$ cat src/rtl/core/mal_pkg.sv
`default_nettype none
// ----------------------------------------------------------------------------
// mal_pkg
// Shared types and constants of the moving-average level block.
// ----------------------------------------------------------------------------
package mal_pkg;

	localparam int SAMPLE_W   = 16;
	localparam int PCT_W      = 7;
	localparam int NUM_W      = 23;
	localparam int APB_ADDR_W = 3;
	localparam int APB_DATA_W = 32;

	localparam logic [PCT_W-1:0]    PCT_MAX        = 7'd100;
	localparam logic [NUM_W-1:0]    PCT_SCALE      = 23'd100;
	localparam logic [SAMPLE_W-1:0] SPAN_LOW_RST   = 16'd0;
	localparam logic [SAMPLE_W-1:0] SPAN_HIGH_RST  = 16'd32640;

	localparam logic REG_SPAN_LOW  = 1'b0;
	localparam logic REG_SPAN_HIGH = 1'b1;

	typedef enum logic {
		DIV_AVG,
		DIV_PCT
	} div_sel_t;

	typedef enum logic [2:0] {
		ST_IDLE,
		ST_UPDATE,
		ST_DIV1,
		ST_WAIT1,
		ST_MAP,
		ST_DIV2,
		ST_WAIT2,
		ST_FINISH
	} mal_state_t;

	typedef struct packed {
		logic     load_in;
		logic     update;
		logic     div_start;
		div_sel_t div_sel;
		logic     avg_load;
		logic     map;
		logic     pct_load;
		logic     out_load;
	} ctrl_cmd_t;

	typedef struct packed {
		logic div_done;
		logic span_zero;
		logic out_free;
	} dp_stat_t;

endpackage
`default_nettype wire

$ cat src/rtl/core/mal_if.sv
`default_nettype none
// ----------------------------------------------------------------------------
// mal_in_if / mal_out_if
// Valid/ready channels for samples and results.
// ----------------------------------------------------------------------------
interface mal_in_if;
	logic                          valid;
	logic                          ready;
	logic [mal_pkg::SAMPLE_W-1:0]  sample;

	modport source (output valid, output sample, input ready);
	modport sink   (input valid, input sample, output ready);
endinterface

interface mal_out_if;
	logic                          valid;
	logic                          ready;
	logic [mal_pkg::PCT_W-1:0]     level_percent;
	logic [mal_pkg::SAMPLE_W-1:0]  average;
	logic                          span_fault;

	modport source (output valid, output level_percent, output average,
		output span_fault, input ready);
	modport sink   (input valid, input level_percent, input average,
		input span_fault, output ready);
endinterface
`default_nettype wire

$ cat src/rtl/core/mal_regs.sv
`default_nettype none
// ----------------------------------------------------------------------------
// mal_regs
// APB register file holding the span end points.
// ----------------------------------------------------------------------------
module mal_regs (
	input  wire logic                             clk,
	input  wire logic                             arst_n,
	input  wire logic                             psel,
	input  wire logic                             penable,
	input  wire logic                             pwrite,
	input  wire logic [mal_pkg::APB_ADDR_W-1:0]   paddr,
	input  wire logic [mal_pkg::APB_DATA_W-1:0]   pwdata,
	output logic      [mal_pkg::APB_DATA_W-1:0]   prdata,
	output logic                                  pready,
	output logic      [mal_pkg::SAMPLE_W-1:0]     span_low,
	output logic      [mal_pkg::SAMPLE_W-1:0]     span_high
);
	import mal_pkg::*;

	logic                wr_en;
	logic                reg_idx;
	logic [SAMPLE_W-1:0] span_low_q;
	logic [SAMPLE_W-1:0] span_high_q;

	assign pready  = 1'b1;
	assign reg_idx = paddr[2];
	assign wr_en   = psel & penable & pwrite;

	always_ff @(posedge clk or negedge arst_n) begin
		if (!arst_n) begin
			span_low_q  <= SPAN_LOW_RST;
			span_high_q <= SPAN_HIGH_RST;
		end else if (wr_en) begin
			case (reg_idx)
				REG_SPAN_LOW:  span_low_q  <= pwdata[SAMPLE_W-1:0];
				REG_SPAN_HIGH: span_high_q <= pwdata[SAMPLE_W-1:0];
				default: ;
			endcase
		end
	end

	always_comb begin
		case (reg_idx)
			REG_SPAN_LOW:  prdata = APB_DATA_W'(span_low_q);
			REG_SPAN_HIGH: prdata = APB_DATA_W'(span_high_q);
			default:       prdata = '0;
		endcase
	end

	assign span_low  = span_low_q;
	assign span_high = span_high_q;

endmodule
`default_nettype wire

$ cat src/rtl/core/mal_div.sv
`default_nettype none
// ----------------------------------------------------------------------------
// mal_div
// Unsigned restoring divider, one quotient bit per cycle.
// ----------------------------------------------------------------------------
module mal_div #(
	parameter int DIV_W = 23,
	parameter int DVS_W = 16
) (
	input  wire logic             clk,
	input  wire logic             arst_n,
	input  wire logic             start,
	input  wire logic [DIV_W-1:0] dividend,
	input  wire logic [DVS_W-1:0] divisor,
	output logic                  done,
	output logic      [DIV_W-1:0] quotient
);
	localparam int CW = (DIV_W > 1) ? $clog2(DIV_W) : 1;

	logic             busy_q;
	logic             done_q;
	logic [CW-1:0]    cnt_q;
	logic [DVS_W:0]   rem_q;
	logic [DIV_W-1:0] quo_q;
	logic [DVS_W-1:0] dvs_q;
	logic [DVS_W:0]   rem_shift;
	logic [DVS_W:0]   rem_diff;
	logic             q_bit;

	assign rem_shift = {rem_q[DVS_W-1:0], quo_q[DIV_W-1]};
	assign rem_diff  = rem_shift - {1'b0, dvs_q};
	assign q_bit     = ~rem_diff[DVS_W];

	always_ff @(posedge clk or negedge arst_n) begin
		if (!arst_n) begin
			busy_q <= 1'b0;
			done_q <= 1'b0;
			cnt_q  <= '0;
		end else begin
			done_q <= 1'b0;
			if (start) begin
				busy_q <= 1'b1;
				cnt_q  <= CW'(DIV_W - 1);
			end else if (busy_q) begin
				if (cnt_q == '0) begin
					busy_q <= 1'b0;
					done_q <= 1'b1;
				end else begin
					cnt_q <= cnt_q - 1'b1;
				end
			end
		end
	end

	always_ff @(posedge clk) begin
		if (start) begin
			rem_q <= '0;
			quo_q <= dividend;
			dvs_q <= divisor;
		end else if (busy_q) begin
			rem_q <= q_bit ? rem_diff : rem_shift;
			quo_q <= {quo_q[DIV_W-2:0], q_bit};
		end
	end

	assign done     = done_q;
	assign quotient = quo_q;

	a_start_busy: assert property (@(posedge clk) disable iff (!arst_n)
		start |=> busy_q)
		else $error("divider did not start");
	a_done_idle: assert property (@(posedge clk) disable iff (!arst_n)
		done_q |-> !busy_q)
		else $error("divider done while busy");
	a_done_pulse: assert property (@(posedge clk) disable iff (!arst_n)
		done_q |=> !done_q)
		else $error("divider done held");

endmodule
`default_nettype wire

$ cat src/rtl/core/mal_dp.sv
`default_nettype none
// ----------------------------------------------------------------------------
// mal_dp
// Datapath: sample ring, running sum, shared divider, percent mapping and
// result register.
// ----------------------------------------------------------------------------
module mal_dp #(
	parameter int WINDOW = 10
) (
	input  wire logic                          clk,
	input  wire logic                          arst_n,
	input  wire mal_pkg::ctrl_cmd_t            cmd,
	output mal_pkg::dp_stat_t                  stat,
	input  wire logic [mal_pkg::SAMPLE_W-1:0]  sample,
	input  wire logic [mal_pkg::SAMPLE_W-1:0]  span_low,
	input  wire logic [mal_pkg::SAMPLE_W-1:0]  span_high,
	input  wire logic                          out_ready,
	output logic                               out_valid,
	output logic      [mal_pkg::PCT_W-1:0]     level_percent,
	output logic      [mal_pkg::SAMPLE_W-1:0]  average,
	output logic                               span_fault
);
	import mal_pkg::*;

	localparam int PW    = (WINDOW > 1) ? $clog2(WINDOW) : 1;
	localparam int CNT_W = $clog2(WINDOW + 1);
	localparam int SUM_W = SAMPLE_W + $clog2(WINDOW);
	localparam int DIV_W = (SUM_W > NUM_W) ? SUM_W : NUM_W;

	logic [SAMPLE_W-1:0] win_mem [WINDOW];

	logic [SAMPLE_W-1:0] sample_s1;
	logic [SAMPLE_W-1:0] old_s1;
	logic [PW-1:0]       pos_q;
	logic                filled_q;
	logic [SUM_W-1:0]    sum_q;
	logic [CNT_W-1:0]    count_q;
	logic [SAMPLE_W-1:0] avg_q;
	logic [NUM_W-1:0]    num_mag_q;
	logic                num_neg_q;
	logic [SAMPLE_W-1:0] den_mag_q;
	logic                den_neg_q;
	logic                fault_q;
	logic [PCT_W-1:0]    pct_q;

	logic                out_valid_q;
	logic [PCT_W-1:0]    out_pct_q;
	logic [SAMPLE_W-1:0] out_avg_q;
	logic                out_fault_q;

	logic                pos_last;
	logic                filled_nx;
	logic [SAMPLE_W:0]   num_diff;
	logic [SAMPLE_W:0]   den_diff;
	logic [SAMPLE_W-1:0] num_mag;
	logic [SAMPLE_W-1:0] den_mag;
	logic [DIV_W-1:0]    div_dividend;
	logic [SAMPLE_W-1:0] div_divisor;
	logic                div_done;
	logic [DIV_W-1:0]    div_quo;

	assign pos_last  = (pos_q == PW'(WINDOW - 1));
	assign filled_nx = filled_q | pos_last;

	always_ff @(posedge clk) begin
		if (cmd.load_in) begin
			sample_s1 <= sample;
			old_s1    <= win_mem[pos_q];
		end
		if (cmd.update) begin
			win_mem[pos_q] <= sample_s1;
		end
	end

	always_ff @(posedge clk or negedge arst_n) begin
		if (!arst_n) begin
			pos_q    <= '0;
			filled_q <= 1'b0;
			sum_q    <= '0;
		end else if (cmd.update) begin
			pos_q    <= pos_last ? '0 : pos_q + 1'b1;
			filled_q <= filled_nx;
			sum_q    <= sum_q - (filled_q ? SUM_W'(old_s1) : '0) + SUM_W'(sample_s1);
		end
	end

	always_ff @(posedge clk) begin
		if (cmd.update) begin
			count_q <= filled_nx ? CNT_W'(WINDOW) : CNT_W'(pos_q) + 1'b1;
		end
	end

	assign div_dividend = (cmd.div_sel == DIV_AVG) ? DIV_W'(sum_q) : DIV_W'(num_mag_q);
	assign div_divisor  = (cmd.div_sel == DIV_AVG) ? SAMPLE_W'(count_q) : den_mag_q;

	mal_div #(
		.DIV_W (DIV_W),
		.DVS_W (SAMPLE_W)
	) u_div (
		.clk      (clk),
		.arst_n   (arst_n),
		.start    (cmd.div_start),
		.dividend (div_dividend),
		.divisor  (div_divisor),
		.done     (div_done),
		.quotient (div_quo)
	);

	assign num_diff = {1'b0, avg_q} - {1'b0, span_low};
	assign den_diff = {1'b0, span_high} - {1'b0, span_low};
	assign num_mag  = num_diff[SAMPLE_W] ? SAMPLE_W'(-num_diff) : num_diff[SAMPLE_W-1:0];
	assign den_mag  = den_diff[SAMPLE_W] ? SAMPLE_W'(-den_diff) : den_diff[SAMPLE_W-1:0];

	always_ff @(posedge clk) begin
		if (cmd.avg_load) begin
			avg_q <= div_quo[SAMPLE_W-1:0];
		end
		if (cmd.map) begin
			num_mag_q <= NUM_W'(num_mag) * PCT_SCALE;
			num_neg_q <= num_diff[SAMPLE_W];
			den_mag_q <= den_mag;
			den_neg_q <= den_diff[SAMPLE_W];
			fault_q   <= (span_high == span_low);
			pct_q     <= '0;
		end else if (cmd.pct_load) begin
			if ((num_neg_q ^ den_neg_q) || (div_quo == '0)) begin
				pct_q <= '0;
			end else if (div_quo > DIV_W'(PCT_MAX)) begin
				pct_q <= PCT_MAX;
			end else begin
				pct_q <= div_quo[PCT_W-1:0];
			end
		end
	end

	always_ff @(posedge clk or negedge arst_n) begin
		if (!arst_n) begin
			out_valid_q <= 1'b0;
		end else if (cmd.out_load) begin
			out_valid_q <= 1'b1;
		end else if (out_ready) begin
			out_valid_q <= 1'b0;
		end
	end

	always_ff @(posedge clk) begin
		if (cmd.out_load) begin
			out_pct_q   <= pct_q;
			out_avg_q   <= avg_q;
			out_fault_q <= fault_q;
		end
	end

	assign stat.div_done  = div_done;
	assign stat.span_zero = (span_high == span_low);
	assign stat.out_free  = ~out_valid_q | out_ready;

	assign out_valid     = out_valid_q;
	assign level_percent = out_pct_q;
	assign average       = out_avg_q;
	assign span_fault    = out_fault_q;

	a_pos_range: assert property (@(posedge clk) disable iff (!arst_n)
		pos_q <= PW'(WINDOW - 1))
		else $error("ring position out of range");
	a_fill_wrap: assert property (@(posedge clk) disable iff (!arst_n)
		$rose(filled_q) |-> pos_q == '0)
		else $error("window filled without wrap");
	a_pct_max: assert property (@(posedge clk) disable iff (!arst_n)
		out_valid_q |-> out_pct_q <= PCT_MAX)
		else $error("percent above limit");
	a_fault_zero: assert property (@(posedge clk) disable iff (!arst_n)
		(out_valid_q && out_fault_q) |-> out_pct_q == '0)
		else $error("percent nonzero on span fault");

endmodule
`default_nettype wire

$ cat src/rtl/core/mal_ctrl.sv
`default_nettype none
// ----------------------------------------------------------------------------
// mal_ctrl
// Sequencer: accept, ring update, average divide, percent divide (skipped on a zero span), result.
// ----------------------------------------------------------------------------
module mal_ctrl (
	input  wire logic               clk,
	input  wire logic               arst_n,
	input  wire logic               in_valid,
	output logic                    in_ready,
	input  wire mal_pkg::dp_stat_t  stat,
	output mal_pkg::ctrl_cmd_t      cmd
);
	import mal_pkg::*;

	mal_state_t state_q;
	mal_state_t state_nx;

	always_ff @(posedge clk or negedge arst_n) begin
		if (!arst_n) begin
			state_q <= ST_IDLE;
		end else begin
			state_q <= state_nx;
		end
	end

	always_comb begin
		state_nx    = state_q;
		cmd         = '0;
		cmd.div_sel = DIV_AVG;
		in_ready    = 1'b0;
		case (state_q)
			ST_IDLE: begin
				in_ready = 1'b1;
				if (in_valid) begin
					cmd.load_in = 1'b1;
					state_nx    = ST_UPDATE;
				end
			end
			ST_UPDATE: begin
				cmd.update = 1'b1;
				state_nx   = ST_DIV1;
			end
			ST_DIV1: begin
				cmd.div_start = 1'b1;
				state_nx      = ST_WAIT1;
			end
			ST_WAIT1: begin
				if (stat.div_done) begin
					cmd.avg_load = 1'b1;
					state_nx     = ST_MAP;
				end
			end
			ST_MAP: begin
				cmd.map  = 1'b1;
				state_nx = stat.span_zero ? ST_FINISH : ST_DIV2;
			end
			ST_DIV2: begin
				cmd.div_sel   = DIV_PCT;
				cmd.div_start = 1'b1;
				state_nx      = ST_WAIT2;
			end
			ST_WAIT2: begin
				cmd.div_sel = DIV_PCT;
				if (stat.div_done) begin
					cmd.pct_load = 1'b1;
					state_nx     = ST_FINISH;
				end
			end
			ST_FINISH: begin
				if (stat.out_free) begin
					cmd.out_load = 1'b1;
					state_nx     = ST_IDLE;
				end
			end
			default: begin
				state_nx = ST_IDLE;
			end
		endcase
	end

endmodule
`default_nettype wire

$ cat src/rtl/core/moving_average_level_percent_top.sv
`default_nettype none
// ----------------------------------------------------------------------------
// moving_average_level_percent_top
// Moving-average level filter with percent-of-span output.
// ----------------------------------------------------------------------------
// Each sample transaction produces one result transaction: the truncated mean
// of the last WINDOW samples (fewer during warm-up), that mean mapped onto the
// span_low..span_high range as a percentage clamped to 0..100, and a fault
// flag when the span is zero. One sample is processed at a time. A single
// shared divider (DIV_W = 23 at the default WINDOW) retires one quotient bit
// per cycle and runs twice per sample, once on a zero span. A finished result
// waits in an output register, so the next sample is taken while it is
// still pending. Span registers sit at byte addresses 0 (span_low) and 4
// (span_high), written by the user while idle; the block does not enforce it.
module moving_average_level_percent_top #(
	parameter int WINDOW = 10
) (
	input  wire logic                              clk,
	input  wire logic                              arst_n,
	mal_in_if.sink                                 in_ch,
	mal_out_if.source                              out_ch,
	input  wire logic                              psel,
	input  wire logic                              penable,
	input  wire logic                              pwrite,
	input  wire logic [mal_pkg::APB_ADDR_W-1:0]    paddr,
	input  wire logic [mal_pkg::APB_DATA_W-1:0]    pwdata,
	output logic      [mal_pkg::APB_DATA_W-1:0]    prdata,
	output logic                                   pready
);
	import mal_pkg::*;

	ctrl_cmd_t           cmd;
	dp_stat_t            stat;
	logic [SAMPLE_W-1:0] span_low;
	logic [SAMPLE_W-1:0] span_high;

	mal_regs u_regs (
		.clk       (clk),
		.arst_n    (arst_n),
		.psel      (psel),
		.penable   (penable),
		.pwrite    (pwrite),
		.paddr     (paddr),
		.pwdata    (pwdata),
		.prdata    (prdata),
		.pready    (pready),
		.span_low  (span_low),
		.span_high (span_high)
	);

	mal_ctrl u_ctrl (
		.clk      (clk),
		.arst_n   (arst_n),
		.in_valid (in_ch.valid),
		.in_ready (in_ch.ready),
		.stat     (stat),
		.cmd      (cmd)
	);

	mal_dp #(
		.WINDOW (WINDOW)
	) u_dp (
		.clk           (clk),
		.arst_n        (arst_n),
		.cmd           (cmd),
		.stat          (stat),
		.sample        (in_ch.sample),
		.span_low      (span_low),
		.span_high     (span_high),
		.out_ready     (out_ch.ready),
		.out_valid     (out_ch.valid),
		.level_percent (out_ch.level_percent),
		.average       (out_ch.average),
		.span_fault    (out_ch.span_fault)
	);

endmodule
`default_nettype wire

$ cat src/flat_wrapper.sv
// flat-port wrapper written by rule: the top's interface ports become plain ports
module moving_average_level_percent_top_flat import mal_pkg::*;
#(
	parameter int WINDOW = 10
)
  (clk, arst_n, psel, penable, pwrite, paddr, pwdata, prdata, pready, in_ch_valid, in_ch_sample, in_ch_ready, out_ch_valid, out_ch_level_percent, out_ch_average, out_ch_span_fault, out_ch_ready);
  mal_in_if in_ch_i ();
  mal_out_if out_ch_i ();
  input  wire logic clk;
  input  wire logic arst_n;
  input  wire logic psel;
  input  wire logic penable;
  input  wire logic pwrite;
  input  wire logic [mal_pkg::APB_ADDR_W-1:0] paddr;
  input  wire logic [mal_pkg::APB_DATA_W-1:0] pwdata;
  output logic      [mal_pkg::APB_DATA_W-1:0] prdata;
  output logic pready;
  input wire logic [$bits(in_ch_i.valid)-1:0] in_ch_valid;
  input wire logic [$bits(in_ch_i.sample)-1:0] in_ch_sample;
  output wire logic [$bits(in_ch_i.ready)-1:0] in_ch_ready;
  output wire logic [$bits(out_ch_i.valid)-1:0] out_ch_valid;
  output wire logic [$bits(out_ch_i.level_percent)-1:0] out_ch_level_percent;
  output wire logic [$bits(out_ch_i.average)-1:0] out_ch_average;
  output wire logic [$bits(out_ch_i.span_fault)-1:0] out_ch_span_fault;
  input wire logic [$bits(out_ch_i.ready)-1:0] out_ch_ready;
  assign in_ch_i.valid = in_ch_valid;
  assign in_ch_i.sample = in_ch_sample;
  assign in_ch_ready = in_ch_i.ready;
  assign out_ch_valid = out_ch_i.valid;
  assign out_ch_level_percent = out_ch_i.level_percent;
  assign out_ch_average = out_ch_i.average;
  assign out_ch_span_fault = out_ch_i.span_fault;
  assign out_ch_i.ready = out_ch_ready;
  moving_average_level_percent_top #(.WINDOW(WINDOW)) u_core (.clk(clk), .arst_n(arst_n), .in_ch(in_ch_i), .out_ch(out_ch_i), .psel(psel), .penable(penable), .pwrite(pwrite), .paddr(paddr), .pwdata(pwdata), .prdata(prdata), .pready(pready));
endmodule
$ cat config.mk
export PLATFORM = sky130hd
export DESIGN_NAME = moving_average_level_percent_top_flat
export DESIGN_NICKNAME = d
export VERILOG_FILES = /design/src/rtl/core/mal_pkg.sv /design/src/rtl/core/mal_if.sv /design/src/rtl/core/mal_regs.sv /design/src/rtl/core/mal_div.sv /design/src/rtl/core/mal_dp.sv /design/src/rtl/core/mal_ctrl.sv /design/src/rtl/core/moving_average_level_percent_top.sv /design/src/flat_wrapper.sv
export SDC_FILE = /design/constraint.sdc
export NUM_CORES = 1
export LEC_CHECK = 0
export ABC_CLOCK_PERIOD_IN_PS = 5320
export BUFFER_PORTS_ARGS = -buffer_cell sky130_fd_sc_hd__buf_2
export CORE_MARGIN = 2
export CORE_UTILIZATION = 50
export CTS_CLUSTER_SIZE = 10
export DETAILED_ROUTE_END_ITERATION = 6
export GPL_TIMING_DRIVEN = 0
export PLACE_DENSITY = 0.73
export SLEW_MARGIN = 20
export SYNTH_ARGS = -nofsm -noshare
export SYNTH_HDL_FRONTEND = slang
export SYNTH_HIERARCHICAL = 1
export SYNTH_SLANG_ARGS = --single-unit
export TNS_END_PERCENT = 50
$ cat constraint.sdc
create_clock -name clk -period 5.32 [get_ports clk]
set_clock_uncertainty 0.15 [all_clocks]
set_input_delay 0.798 -clock clk [delete_from_list [all_inputs] [get_ports clk]]
set_output_delay 0.798 -clock clk [all_outputs]
set_load 0.03 [all_outputs]
==> impl_metrics.env <==
export IMPL_status="finished with violations"
export IMPL_violations="negative setup slack"
export IMPL_leakage_nw=9.86
export IMPL_grt_pass1_wl_um=78000
export IMPL_synthXorXnorAreaFrac=0.0381
export IMPL_worst_pin_slew_ns=1.04
export IMPL_grt_setup_unrepaired="true"
export IMPL_cp_end_kind="flop"
export IMPL_synth_edf_count=315
export IMPL_syn_cell_area_sq_mm=0.0220
export IMPL_first_iter_violations=1164
export IMPL_synthFlopType="edfxtp_1"
export IMPL_die_x_um=214
export IMPL_peakVddDrop_v=0.00114
export IMPL_synthAdderAreaFrac=0.0993
export IMPL_cts_sinks=406
export IMPL_finalPower_w=0.0154
export IMPL_critPathLaunchType="flop"
export IMPL_yosysMostFrequentCell="edfxtp_1"
export IMPL_start_util=0.510
export IMPL_synth_top_area_share=0.429
export IMPL_core_sq_mm=0.0433
export IMPL_register_area_sq_mm=0.0116
export IMPL_yosys_top_cells_area="edfxtp_1, ha_1, dfrtp_1"
export IMPL_grt_use_total=0.214
export IMPL_slew_headroom=0.303
export IMPL_synth_top_family_by_area="compound AO/OA/AOI/OAI gates"
export IMPL_numCtsBuffers=48
export IMPL_dp_hpwl_um=35500
export IMPL_wl_per_cell_um=19.1
export IMPL_detail_route_antenna_nets=0
export IMPL_p_per_area_mw_per_mm2=598
export IMPL_yosysWarningCount=6
export IMPL_yosysSeqAreaShare=0.527
export IMPL_synth_compound_area_frac=0.101
export IMPL_min_period_ns=5.84
export IMPL_setup_viol=10
export IMPL_clkSlewWorstSetupHoldPaths_ns=0.06
export IMPL_place_congestion=0.889
export IMPL_clk_path_buf_depth=3
export IMPL_cts_htree_levels=2
export IMPL_critical_path_class="reg2reg"
export IMPL_synthToLayoutAreaGrowth_pct=16.5
export IMPL_syn_inst=1765
export IMPL_min_path_type="in2reg"
export IMPL_muxShareOfSynthArea=0.0906
export IMPL_grt_pass1_vias=14500
export IMPL_gr_total_overflow=0
export IMPL_min_period_over_period=1.10
export IMPL_rows=76
export IMPL_antenna_found_initial=0
export IMPL_routed_via_density=5.61
export IMPL_dp_cells=2462
export IMPL_ff2ff_path_depth=28
export IMPL_drc=0
export IMPL_cpMaxStageDelayCell="fa_1"
export IMPL_r2r_start="u_core/u_dp/avg_q[0]$_DFFE_PP_"
export IMPL_grt_max_degree=43
export IMPL_fmax_mhz=171
export IMPL_multi_input_area_sq_mm=0.00989
export IMPL_cp_data_required_time_ns=5.48
export IMPL_first_pass_iters=5
export IMPL_setup_slack_ns=-0.519
export IMPL_drive_gt1_frac=0.234
export IMPL_portBuffers=80
export IMPL_synthSimpleGateAreaFrac=0.0919
export IMPL_holdPathEnd="u_core/u_dp/sample_s1[7]$_DFFE_PP_"
export IMPL_pre_cts_ws_ns=-0.853
export IMPL_ys_ff_latch=406
export IMPL_wirelength_um=49500
export IMPL_synth_common_cells="edfxtp_1, inv_1, ha_1"
export IMPL_r2r_end="u_core/u_dp/num_mag_q[19]$_DFFE_PP_"
export IMPL_n_fill_cell=3328
export IMPL_yosysUniqueCellTypes=94
export IMPL_cap_violations=0
export IMPL_finalHoldViolCount=0
export IMPL_pin_count=117
export IMPL_yosysTopAreaCell="edfxtp_1"
export IMPL_fin_cells=2588
export IMPL_drv_slew=0
export IMPL_arrival_ns=6.00
export IMPL_cp_max_fo=6
export IMPL_r2r_setup_slack_ns=-0.52
export IMPL_clockRootBuffer="clkbuf_16"
export IMPL_hp_start="in_ch_sample[7]"
export IMPL_min_path_cells=1
export IMPL_dr_total_vias=14500
export IMPL_clkLatencyLatePin_ns=0.59
export IMPL_synthArstFlopShare=0.167
export IMPL_fin_nets=2178
export IMPL_fin_setup_tns_ns=-3.30
export IMPL_die_height_um=214
export IMPL_max_stage_delay_ns=0.49
export IMPL_synth_area_per_cell_sq_um=12.5
export IMPL_die_area_sq_mm=0.0458
export IMPL_cts_tree="built"
report_power, final:
part	internal (W)	switching, W
clock network	0.00170	0.00126
logic	0.00415	0.00435
registers	0.00387	0.0000504
cells in the final DEF (no fill, tap or decap), types with 45 or more instances in the layout:
cell       Yosys  layout
xnor2_1       54      45
buf_2         10      92
buf_4         18      60
clkbuf_1      36      68
nand2_1       75      74
o21ai_0       57      55
a21oi_1       85      71
ha_1         127     115
mux2_2        69      69
dfrtp_1       60      59
edfxtp_1     315     315
nor2_1        89      83
inv_1        179     171
clkbuf_16      0      49
flip-flops by register name, summed over array words and instances, names as in the netlist, 7 cells and up:
register	flops
u_core/u_dp/u_div/dvs_q	16
u_core/u_dp/num_mag_q	21
u_core/u_regs/span_low	16
u_core/u_dp/sum_q	20
u_core/u_dp/avg_q	16
u_core/u_dp/old_s1	16
u_core/u_dp/level_percent	7
u_core/u_dp/sample_s1	16
u_core/u_dp/u_div/quotient	23
u_core/u_dp/average	16
u_core/u_dp/u_div/rem_q	16
u_core/u_dp/pct_q	7
u_core/u_regs/span_high	16
u_core/u_dp/win_mem	160
u_core/u_dp/den_mag_q	16
cell type report:
class                           count  area share
Clock buffer                       81      0.0516
Antenna cell                        1   0.0000974
Buffer                             77      0.0184
Multi-Input combinational cell   1115       0.385
Timing Repair Buffer              133      0.0341
Tap cell                          585      0.0285
Sequential cell                   406       0.453
Inverter                          182      0.0267
Clock inverter                      8     0.00317
worst max-delay path, delay by kind of cell (launching register included):
family | cells | cell delay (ns)
compound gates | 12 | 2.12
buf+inv | 6 | 0.55
flops | 1 | 0.40
xor+xnor | 2 | 0.30
simple gates | 2 | 0.26
fa+ha+maj | 6 | 1.79
how the worst max path moves through the flow:
stage,to,startpoint,cells after the start,slack [ns]
after floorplan,u_core/u_dp/num_mag_q[21]$_DFFE_PP_,u_core/u_dp/avg_q[0]$_DFFE_PP_,27,-0.19
after global placement,u_core/u_dp/num_mag_q[21]$_DFFE_PP_,u_core/u_regs/span_low[0]$_DFFE_PN0P_,26,-0.73
after detailed placement,u_core/u_dp/num_mag_q[21]$_DFFE_PP_,u_core/u_regs/span_low[0]$_DFFE_PN0P_,25,-0.85
after CTS,u_core/u_dp/num_mag_q[19]$_DFFE_PP_,u_core/u_dp/avg_q[0]$_DFFE_PP_,28,-0.48
after global routing,u_core/u_dp/num_mag_q[19]$_DFFE_PP_,u_core/u_dp/avg_q[0]$_DFFE_PP_,28,-0.76
final,u_core/u_dp/num_mag_q[19]$_DFFE_PP_,u_core/u_dp/avg_q[0]$_DFFE_PP_,28,-0.52
kinds of logic (layout without fill, tap and decap cells):
logic type	count (synthesis)	after routing
AO/OA/AOI/OAI	327	327
XOR/XNOR	92	92
adder cells (fa/ha/maj)	157	157
buffers and inverters	259	481
flip-flops	406	406
multiplexers	146	146
other	2	18
AND/OR/NAND/NOR	376	376
through the flow:
| step | util | cell area [sq um] | hold slack (ns) |
|---|---|---|---|
| after floorplan | - | 22300 | 0.250 |
| after global placement | 0.542 | 23500 | 0.254 |
| after detailed placement | 0.548 | 23700 | 0.259 |
| after CTS | 0.586 | 25300 | 0.202 |
| after global routing | 0.594 | 25700 | 0.201 |
| final | 0.594 | 25700 | 0.233 |
per-layer routing:
layer / wire length [um] / vias up / global-route usage
li1: - / 6810 / -
met1: 22100 / 7180 / 0.298
met2: 23500 / 434 / 0.340
met3: 2610 / 85 / 0.0392
met4: 1310 / 0 / 0.0706
met5: 0 / - / 0
repair_timing:
item,4_1_cts,5_1_grt
resized for setup,24,34
hold endpoints to repair,18,0
hold buffers,1,0
pin swaps,28,33
buffers inserted,13,22
endpoints found under the setup margin,11,12
Power figures use the tool's default switching activity.
